**config.mk**
```make
export PLATFORM = sky130hd
export DESIGN_NAME = linear_ramp_smoother_core
export DESIGN_NICKNAME = d
export VERILOG_FILES = /design/src/design/lrs_pkg.sv /design/src/design/linear_ramp_smoother_core.sv
export SDC_FILE = /design/constraint.sdc
export NUM_CORES = 1
export LEC_CHECK = 0
export BUFFER_PORTS_ARGS = -buffer_cell sky130_fd_sc_hd__buf_2
export CORE_MARGIN = 2
export CORE_UTILIZATION = 55
export CTS_CLUSTER_SIZE = 28
export DETAILED_ROUTE_END_ITERATION = 16
export GPL_TIMING_DRIVEN = 1
export PLACE_DENSITY = 0.76
export SYNTH_ARGS = -nofsm -noshare
export SYNTH_HDL_FRONTEND = slang
export SYNTH_SLANG_ARGS = --single-unit
export TNS_END_PERCENT = 50
```
**constraint.sdc**
```tcl
create_clock -name i_clk -period 12.4 [get_ports i_clk]
set_input_delay 1.86 -clock i_clk [delete_from_list [all_inputs] [get_ports i_clk]]
set_output_delay 1.86 -clock i_clk [all_outputs]
set_load 0.03 [all_outputs]
```
**src/design/lrs_pkg.sv**
```systemverilog
// ----------------------------------------------------------------------------
// lrs_pkg
// Shared constants for the linear ramp smoother: default widths and command
// codes.
// ----------------------------------------------------------------------------
`default_nettype none

package lrs_pkg;

    localparam int WORD_BITS          = 32;
    localparam int DEF_FRACTION_BITS  = 16;
    localparam int DEF_COUNT_BITS     = 20;

    localparam logic CMD_ADVANCE = 1'b0;
    localparam logic CMD_LATCH   = 1'b1;

endpackage

`default_nettype wire

```
**src/design/linear_ramp_smoother_core.sv**
```systemverilog
// ----------------------------------------------------------------------------
// linear_ramp_smoother_core
// Ramps a Q32.16 control value linearly to a latched target over a
// configured number of samples, using a serial divider for the step.
// ----------------------------------------------------------------------------
// Usage:
//   Input channel (i_in_valid / o_in_ready) carries one command word:
//   advance (one smoothed sample) or latch (take i_new_target).
//   Output channel (o_out_valid / i_out_ready) returns one word per input
//   word: o_level and o_ramping.
//   Config channel (i_cfg_valid / o_cfg_ready) writes ramp_samples; it is
//   always ready, and the user must write it only while the block is idle;
//   the block itself does not enforce this.
// Result timing:
//   advance, a latch of an unchanged target, or a latch with ramp_samples
//   zero: result registered in the cycle after acceptance, one word per cycle
//   while the output is free. latch of a new target with a nonzero length:
//   the restoring divider runs ACC_BITS steps, one quotient bit per cycle,
//   then a finish state registers the result; no input is taken meanwhile.
// Reset: accumulator, target, step, count and ramp_samples all clear to zero.
// Stall: a result waits in the output register; a new word is accepted in
//   the same cycle the waiting one is taken.
// ----------------------------------------------------------------------------
`default_nettype none

module linear_ramp_smoother_core #(
    parameter int FRACTION_BITS = lrs_pkg::DEF_FRACTION_BITS,
    parameter int COUNT_BITS    = lrs_pkg::DEF_COUNT_BITS
) (
    input  wire logic                           i_clk,
    input  wire logic                           i_rst_n,
    // input words
    input  wire logic                           i_in_valid,
    output logic                                o_in_ready,
    input  wire logic                           i_command,
    input  wire logic signed [lrs_pkg::WORD_BITS-1:0] i_new_target,
    // result words
    output logic                                o_out_valid,
    input  wire logic                           i_out_ready,
    output logic signed [lrs_pkg::WORD_BITS-1:0] o_level,
    output logic                                o_ramping,
    // configuration
    input  wire logic                           i_cfg_valid,
    output logic                                o_cfg_ready,
    input  wire logic [COUNT_BITS-1:0]          i_cfg_ramp_samples
);

    localparam int W        = lrs_pkg::WORD_BITS;
    localparam int ACC_BITS = W + FRACTION_BITS;
    localparam int CNT_W    = $clog2(ACC_BITS);

    typedef enum logic [1:0] {
        ST_IDLE,
        ST_DIVIDE,
        ST_FINISH
    } t_state;

    t_state                r_state, n_state;
    logic [COUNT_BITS-1:0] r_ramp_samples;
    logic [ACC_BITS-1:0]   r_current, n_current;
    logic [W-1:0]          r_target, n_target;
    logic [ACC_BITS-1:0]   r_step, n_step;
    logic [COUNT_BITS-1:0] r_remaining, n_remaining;
    // divider: dividend shifts out of r_quo as quotient bits shift in
    logic [ACC_BITS-1:0]   r_quo, n_quo;
    logic [COUNT_BITS-1:0] r_rem, n_rem;
    logic                  r_neg, n_neg;
    logic [CNT_W-1:0]      r_count, n_count;
    logic                  r_out_valid, n_out_valid;
    logic [W-1:0]          r_out_level, n_out_level;
    logic                  r_out_ramping, n_out_ramping;

    logic                  w_in_accept;
    logic                  w_out_free;
    logic [ACC_BITS-1:0]   w_target_acc;
    logic [ACC_BITS:0]     w_diff;
    logic [ACC_BITS:0]     w_diff_neg;
    logic [COUNT_BITS:0]   w_trial;
    logic [COUNT_BITS:0]   w_sub;
    logic                  w_geq;
    logic [ACC_BITS-1:0]   w_sum;
    logic [COUNT_BITS-1:0] w_rem_dec;

    assign w_out_free  = !r_out_valid || i_out_ready;
    assign o_in_ready  = (r_state == ST_IDLE) && w_out_free;
    assign w_in_accept = i_in_valid && o_in_ready;
    assign o_cfg_ready = 1'b1;

    assign o_out_valid = r_out_valid;
    assign o_level     = r_out_level;
    assign o_ramping   = r_out_ramping;

    assign w_target_acc = {i_new_target, {FRACTION_BITS{1'b0}}};
    assign w_diff       = {w_target_acc[ACC_BITS-1], w_target_acc}
                        - {r_current[ACC_BITS-1], r_current};
    assign w_diff_neg   = -w_diff;

    assign w_trial = {r_rem, r_quo[ACC_BITS-1]};
    assign w_geq   = w_trial >= {1'b0, r_remaining};
    assign w_sub   = w_trial - {1'b0, r_remaining};

    assign w_sum     = r_current + r_step;
    assign w_rem_dec = r_remaining - 1'b1;

    always_comb begin
        n_state       = r_state;
        n_current     = r_current;
        n_target      = r_target;
        n_step        = r_step;
        n_remaining   = r_remaining;
        n_quo         = r_quo;
        n_rem         = r_rem;
        n_neg         = r_neg;
        n_count       = r_count;
        n_out_valid   = r_out_valid && !i_out_ready;
        n_out_level   = r_out_level;
        n_out_ramping = r_out_ramping;
        case (r_state)
            ST_IDLE: begin
                if (w_in_accept) begin
                    if (i_command == lrs_pkg::CMD_ADVANCE) begin
                        n_out_valid = 1'b1;
                        if (r_remaining == '0) begin
                            n_out_level   = r_target;
                            n_out_ramping = 1'b0;
                        end else begin
                            n_remaining   = w_rem_dec;
                            n_current     = w_sum;
                            n_out_level   = w_sum[ACC_BITS-1:FRACTION_BITS];
                            n_out_ramping = (w_rem_dec != '0);
                        end
                    end else if (i_new_target == r_target) begin
                        // unchanged target: just report present level
                        n_out_valid   = 1'b1;
                        n_out_ramping = (r_remaining != '0);
                        n_out_level   = (r_remaining == '0) ? r_target
                                      : r_current[ACC_BITS-1:FRACTION_BITS];
                    end else begin
                        n_target    = i_new_target;
                        n_remaining = r_ramp_samples;
                        if (r_ramp_samples == '0) begin
                            n_current     = w_target_acc;
                            n_out_valid   = 1'b1;
                            n_out_level   = i_new_target;
                            n_out_ramping = 1'b0;
                        end else begin
                            // magnitude fits ACC_BITS, sign kept apart
                            n_neg   = w_diff[ACC_BITS];
                            n_quo   = w_diff[ACC_BITS] ? w_diff_neg[ACC_BITS-1:0]
                                                       : w_diff[ACC_BITS-1:0];
                            n_rem   = '0;
                            n_count = '0;
                            n_state = ST_DIVIDE;
                        end
                    end
                end
            end
            ST_DIVIDE: begin
                n_quo   = {r_quo[ACC_BITS-2:0], w_geq};
                n_rem   = w_geq ? w_sub[COUNT_BITS-1:0] : w_trial[COUNT_BITS-1:0];
                n_count = r_count + 1'b1;
                if (r_count == CNT_W'(ACC_BITS - 1)) begin
                    n_state = ST_FINISH;
                end
            end
            ST_FINISH: begin
                if (w_out_free) begin
                    // truncation toward zero: negate the magnitude quotient
                    n_step        = r_neg ? (~r_quo + 1'b1) : r_quo;
                    n_out_valid   = 1'b1;
                    n_out_level   = r_current[ACC_BITS-1:FRACTION_BITS];
                    n_out_ramping = 1'b1;
                    n_state       = ST_IDLE;
                end
            end
            default: begin
                n_state = ST_IDLE;
            end
        endcase
    end

    always_ff @(posedge i_clk) begin
        if (!i_rst_n) begin
            r_state        <= ST_IDLE;
            r_ramp_samples <= '0;
            r_current      <= '0;
            r_target       <= '0;
            r_step         <= '0;
            r_remaining    <= '0;
            r_count        <= '0;
            r_out_valid    <= 1'b0;
        end else begin
            r_state     <= n_state;
            r_current   <= n_current;
            r_target    <= n_target;
            r_step      <= n_step;
            r_remaining <= n_remaining;
            r_count     <= n_count;
            r_out_valid <= n_out_valid;
            if (i_cfg_valid && o_cfg_ready) begin
                r_ramp_samples <= i_cfg_ramp_samples;
            end
        end
        r_quo         <= n_quo;
        r_rem         <= n_rem;
        r_neg         <= n_neg;
        r_out_level   <= n_out_level;
        r_out_ramping <= n_out_ramping;
    end

    // an advance during a ramp counts down by one and produces a word
    a_advance_counts: assert property (@(posedge i_clk) disable iff (!i_rst_n)
        (w_in_accept && i_command == lrs_pkg::CMD_ADVANCE && r_remaining != '0)
        |=> (o_out_valid && r_remaining == COUNT_BITS'($past(r_remaining) - 1'b1)))
        else $error("advance did not count down");

    // a new target with nonzero length starts the divider
    a_latch_divides: assert property (@(posedge i_clk) disable iff (!i_rst_n)
        (w_in_accept && i_command == lrs_pkg::CMD_LATCH && i_new_target != r_target
         && r_ramp_samples != '0)
        |=> (r_state == ST_DIVIDE && r_count == '0))
        else $error("latch did not start divide");

    // the divide step counter stays within the ACC_BITS divide steps
    a_divide_bound: assert property (@(posedge i_clk) disable iff (!i_rst_n)
        (r_state == ST_DIVIDE) |-> (r_count <= CNT_W'(ACC_BITS - 1)))
        else $error("divide count out of range");

    // divider partial remainder stays below the divisor
    a_rem_below: assert property (@(posedge i_clk) disable iff (!i_rst_n)
        (r_state == ST_DIVIDE && r_count != '0) |-> (r_rem < r_remaining))
        else $error("divide remainder overflow");

endmodule

`default_nettype wire
```
==> results of run 1 <==
==> how the worst min path moves through the flow <==
| stage | slack [ns] | end | startpoint | cells after the start |
|---|---|---|---|---|
| floorplan | 0.44 | r_step[38] | r_step[38] | 2 |
| global placement | 0.45 | r_step[0] | r_step[0] | 2 |
| detailed placement | 0.46 | r_step[0] | r_step[0] | 2 |
| CTS | 0.47 | r_step[0] | r_step[0] | 2 |
| global route | 0.50 | r_current[28] | r_current[28] | 2 |
| finish | 0.47 | r_step[0] | r_step[0] | 2 |
==> layer usage <==
| metal | track usage (%) | vias up | wire [microns] |
|---|---|---|---|
| li1 | - | 9389 | - |
| met1 | 46.94 | 9389 | 28370 |
| met2 | 49.62 | 961 | 28020 |
| met3 | 6.761 | 107 | 6682 |
| met4 | 9.942 | 0 | 1691 |
| met5 | 0 | - | 0 |
==> registers in the layout, summed over array words and instances (netlist names), 2 cells and up <==
signal          flops
r_step             48
r_rem              20
r_ramp_samples     20
o_level            32
r_quo              48
r_state             2
r_remaining        20
r_count             6
r_current          48
r_target           32
==> critical path: cells and delay by family <==
family / cells / cell delay, ns
buf+inv: 3 / 0.86
xor+xnor: 1 / 0.08
simple gates: 2 / 0.48
fa+ha+maj: 1 / 0.43
mux: 1 / 0.28
compound gates: 8 / 2.21
==> per-stage QoR <==
| stage | hold WS (ns) | std cells |
|---|---|---|
| CTS | 0.4696 | 3084 |
| detailed placement | 0.4585 | 3023 |
| finish | 0.4679 | 3085 |
| floorplan | 0.4356 | 2590 |
| global route | 0.4962 | 3084 |
| global placement | 0.4542 | 3023 |
==> cells by family (layout without fill, tap and decap cells) <==
| family | after synthesis | after routing | synth area share [%] |
|---|---|---|---|
| AND/OR/NAND/NOR | 881 | 881 | 19.98 |
| multiplexers | 55 | 55 | 2.714 |
| other | 1 | 2 | 0.01824 |
| buffers and inverters | 250 | 276 | 4.637 |
| flip-flops | 279 | 279 | 32.13 |
| adder cells (fa/ha/maj) | 106 | 106 | 6.523 |
| AO/OA/AOI/OAI | 793 | 793 | 24.42 |
| XOR/XNOR | 225 | 225 | 9.584 |
==> area by class of cell <==
type | count | area share [%]
diodes | 1 | 0.01117
repair buffers | 116 | 2.872
well taps | 468 | 2.615
inverters | 99 | 1.671
clock buffers | 48 | 4.358
clock inverters | 13 | 0.6425
flip-flops and latches | 279 | 29.50
multi-input cells | 2061 | 58.33
==> power groups by stage <==
stage | clock [uW] | sequential (uW) | combinational [uW]
finish | 1020 | 1130 | 911
global placement | 0 | 1140 | 863
CTS | 1030 | 1120 | 889
detailed placement | 0 | 1140 | 881
floorplan | 0 | 1130 | 642
global route | 1070 | 1130 | 992
==> placed cells by master, fill, tap and decap left out, types with 25 or more instances in the layout <==
cell type and instances:
or3_1 33, o31ai_1 27, buf_2 91, nor3_1 53, inv_1 96, o211ai_1 25
ha_1 104, mux2i_1 49, a21oi_1 251, xor2_1 97, clkbuf_16 36, buf_4 25
a211oi_1 69, nand3_1 43, a21o_1 73, a31oi_1 29, o21ai_0 158, edfxtp_1 102
nand4_1 35, nor2_1 276, dfxtp_1 177, nand2_1 285, xnor2_1 128
==> impl_metrics.ini, run 1 <==
[floorplan]
row_count = 70
coreArea_sq_mm = 0.03670
die_w_microns = 197.4
fp.dieH_microns = 197.4
design.die.area_sq_mm = 0.03895
io_pins = 94
start_util_pct = 56.03

[sta]
fin_ws_ns = 6.493
worst_pin_slew_ns = 1.245
fin_crit_ns = 5.907
finalSetupViolCount = 0
max_slew_margin_pct = 16.97
hold_violations = 0
final_min_period_over_clock_period_pct = 47.63
drv_slew = 0
timing.setup.tns_ns = 0
clock_skew_ns = 0.02760
rsz0062_at_grt = no
max_freq_mhz = 169.3

[pwr]
p_leak_uw = 0.008765
seqPwrFrac_pct = 36.8
finalPower_uw = 3057
p_per_area_mw_per_mm2 = 136.5
internal-power_uw = 1985
power_switching_uw = 1072
p_sw_share_pct = 35.06
clkPwrFrac_pct = 33.4
peakVddDrop_mv = 0.08984
pwr-share-comb_pct = 29.8

[hold_path]
hold_path.class = flip-flop to flip-flop

[yosys]
yosysWarnings = 0
synth.distinct_cells = 88
yosys_most_used_dff = dfxtp_1
synth_most_common_cell = nand2_1
synthCells = 2590
synth.largest_area_cell = dfxtp_1
ys_top_cells_by_area = dfxtp_1, edfxtp_1, ha_1
synth_area_sq_mm = 0.02056
synth_nets = 2754
synth_top_area_share_pct = 17.23
synth_edf_count = 102
synth_async_sr_flop_share_pct = 0
synth_seq_cells = 279
yosysSeqAreaShare_pct = 32.13
synth_common_cells = nand2_1, nor2_1, a21oi_1
synth.avg_cell_area_sq_um = 7.939

[worst_setup_path]
rr_worst_depth = 16
cp-start-kind = input pin
critPathCaptureType = flip-flop
r2r-end = r_current[47]
crit_type = input pin to flip-flop
cp.required_ns = 12.69
crit_fanout = 27
timing.rr.start = r_remaining[0]
critPathLaunch = i_new_target[1]
slowest_delay_ns = 0.52
crit_slowest_cell = o21ai_0
rrSetupSlack_ns = 6.85
cp.arrival_ns = 6.20
crit_end = r_quo[42]
path_cells = buf_2, ha_1, a21oi_1, o21ai_0, a21oi_1, o21ai_1, and3_1, a31oi_1, o21a_1, o311ai_1, and2_1, buf_4, inv_1, o21ai_1, xnor2_1, mux2_2

[cts]
clk_pin_slew_ns = 0.06
postCtsSetupRepairBufs = 0
root_buffer = clkbuf_16
clock_latency_ns = 0.55
cts.sinks = 279
ctsResizeCount = 0
postCtsHoldBufs = 0
htreeDepth = 2
clk_path_buf_depth = 3
numCtsBuffers = 34
cts_tree = yes

[grt]
grtUsageTotal_pct = 32.78
antenna_found_initial = 1
grt_pass1_vias = 18130
grt_overflow = 0
grt_start_max_net_pins = 101
grt_pass1_wl_microns = 100600

[routing]
viasPerCell = 6.433
first_iter_violations = 2196
drc = 0
wl_per_cell_microns = 20.99
wirelength_microns = 64760
vias = 19850
dr.pass1.iters = 9
ant_nets = 0

[placed_design]
post-place-ws_ns = 6.075
hpwl_microns = 46910
place.port_buffers = 92
place_area_sq_mm = 0.02127
gp_congestion = 0.9826

[cells_and_area]
final_util_pct = 61.02
fill_cells = 3195
drive_above_1_share_pct = 8.066
num-nets-final = 2755
stdcell_area_sq_mm = 0.02239
areaGrowthSynthToFinish_pct = 8.908
regArea_sq_mm = 0.006606
multi_input_area_sq_mm = 0.01306

[run]
drv_cap = 0

[outcome]
status = finished clean
Power figures use the tool's default switching activity.
==> run 2, diff against run 1 <==
ABC_AREA = 1   (was default)
PLACE_DENSITY = 0.78   (was 0.76)
clock period = 5.2 ns   (was 12.4 ns; I/O delays follow)
==> run 2 against run 1 <==
  * Combinational power grew to 4.7 times the previous value
  * Non-clock buffer count grew 2
  * Flip-flop and latch count is the same
  * Worst setup slack lost 5.1 ns
  * Routed wire length grew 33%
  * Critical path depth shrank 2
  * Die area grew 13%
  * Design area grew 13%
  * Hold slack lost 0.029 ns
==> impl_metrics.ini, run 2 <==
[outcome]
status = finished clean

[placed_design]
placed_cells = 4240
place.port_buffers = 92
post-place-ws_ns = 1.215
gp_congestion = 1.101
place_area_sq_mm = 0.02422
hpwl_microns = 66750

[cells_and_area]
fill_cells = 4126
final_common_cell = nand2_1
fin_cells = 4307
drive_above_1_share_pct = 7.177
top_regs = r_current (48), r_quo (48), r_step (48)
stdcell_area_sq_mm = 0.02541
num-nets-final = 3901
areaGrowthSynthToFinish_pct = 8.977
layout_common_cells = nand2_1, inv_1, nor2_1

[cts]
ctsResizeCount = 0
postCtsSetupRepairBufs = 0
numCtsBuffers = 34
clk_path_buf_depth = 3
cts_tree = yes
htreeDepth = 2
root_buffer = clkbuf_16
postCtsHoldBufs = 0
clk_pin_slew_ns = 0.06
cts.sinks = 279
clock_latency_ns = 0.57

[hold_path]
hold_path.class = input pin to flip-flop

[yosys]
synth_top_area_share_pct = 15.86
synth.avg_cell_area_sq_um = 6.302
ys_top_cells_by_area = nand2_1, dfxtp_1, edfxtp_1
synth_seq_cells = 279
yosysSeqAreaShare_pct = 28.33
synth_edf_count = 102
synth_async_sr_flop_share_pct = 0
yosysWarnings = 0
synthCells = 3700
synth_nets = 3864
synth_most_common_cell = nand2_1
synth.distinct_cells = 66
synth_area_sq_mm = 0.02332
synth.largest_area_cell = nand2_1
yosys_most_used_dff = dfxtp_1
synth_common_cells = nand2_1, inv_1, nor2_1

[worst_setup_path]
critPathBufInv = 0
critPathCaptureType = flip-flop
cp.arrival_ns = 4.15
crit_fanout = 6
cp-start-kind = flip-flop
cp.required_ns = 5.50
cp_top_family = compound AO/OA/AOI/OAI gates
path_cells = ha_1, nand3_1, nand2_1, nand2_1, and2_1, o21ai_0, nand2_1, nand2_1, nand2_1, nand2_1, xnor2_1, o21ai_0, nand2_1, a21oi_1
crit_type = flip-flop to flip-flop
path_common_cell = nand2_1
slowest_delay_ns = 0.86
crit_slowest_cell = o21ai_0

[grt]
grt_start_max_net_pins = 82
grt_overflow = 0
grt_pass1_vias = 22880
grt_pass1_wl_microns = 130800
grtUsageTotal_pct = 38.63
antenna_found_initial = 4

[sta]
clock_skew_ns = 0.02538
timing.setup.tns_ns = 0
fin_crit_ns = 3.853
final_min_period_over_clock_period_pct = 74.09
drv_slew = 0
hold_violations = 0
rsz0062_at_grt = no
worst_pin_slew_ns = 1.195
max_freq_mhz = 259.5
finalSetupViolCount = 0
max_slew_margin_pct = 20.26
fin_ws_ns = 1.347

[pwr]
p_leak_uw = 0.01197
finalPower_uw = 10030
peakVddDrop_mv = 0.2809
p_per_area_mw_per_mm2 = 394.8

[floorplan]
die_w_microns = 209.9
design.die.area_sq_mm = 0.04406
io_pins = 94
coreArea_sq_mm = 0.04185
start_util_pct = 55.71
fp.dieH_microns = 209.9
row_count = 75

[routing]
viasPerCell = 5.951
ant_nets = 0
vias = 25630
dr.pass1.iters = 6
drc = 0
wirelength_microns = 86410
wl_per_cell_microns = 20.06
first_iter_violations = 3370

[run]
drv_cap = 0
==> run 2: changes by cell type after synthesis, sizes merged, moves of 71 or more <==
cell   previous run  this run
nand2           285      1007
xnor2           128        49
inv              97       460
nor2            279       421
o21ai           170       344
a21oi           251       322
nand3            45       241
==> run 2: area by class of cell <==
cell class / instances / area, sq um / area share, %
Antenna cell: 6 / 15.01 / 0.05909
Inverter: 463 / 1740 / 6.849
Clock inverter: 15 / 165.2 / 0.6500
Clock buffer: 46 / 1010 / 3.974
Timing Repair Buffer: 118 / 683.2 / 2.688
Tap cell: 539 / 674.4 / 2.654
Sequential cell: 279 / 6606 / 26.00
Multi-Input combinational cell: 2841 / 14520 / 57.13
==> run 2: metrics by stage <==
stage               utilization, %  hold WS (ns)
floorplan                        -        0.4486
global placement             57.87        0.4722
detailed placement           57.87        0.4775
CTS                          60.68        0.4342
global route                 60.70        0.4583
finish                       60.71        0.4391
==> run 2: report_power, final <==
| group | switching (uW) | internal (uW) | leakage [uW] |
|---|---|---|---|
| Sequential | 385 | 2770 | 0.00242 |
| Clock | 1040 | 1520 | 0.000578 |
| Combinational | 2970 | 1350 | 0.00897 |
==> run 2: path summary, 6_finish.rpt <==
kind                                            start           endpoint  slack [ns]  cells past startpoint
worst min register to register             r_count[1]         r_count[1]        0.48                      2
worst max-delay path                     r_current[2]        o_level[15]        1.35                     14
worst max register to register           r_current[2]        o_level[15]        1.35                     14
worst min-delay path            i_cfg_ramp_samples[7]  r_ramp_samples[7]        0.44                      3
==> run 2: logic make-up after synthesis <==
family,Yosys count,synth area share (%)
simple gates,1832,33.58
compound gates,766,17.62
buf+inv,580,9.573
flops,279,28.33
xor+xnor,132,4.958
fa+ha+maj,106,5.752
mux,4,0.1717
other cells,1,0.01608
==> run 2: worst min-delay path, delay by kind of cell <==
family                 cells  cell delay [ns]
and+or+nand+nor            2             0.11
buffers and inverters      1             0.07
==> run 2: layer usage <==
metal	vias to the layer above	share of wire, %	track usage, %
li1	12250	-	-
met1	11760	41	54.03
met2	1392	42	57.36
met3	228	12	7.916
met4	0	5.0	17.36
met5	-	0	0
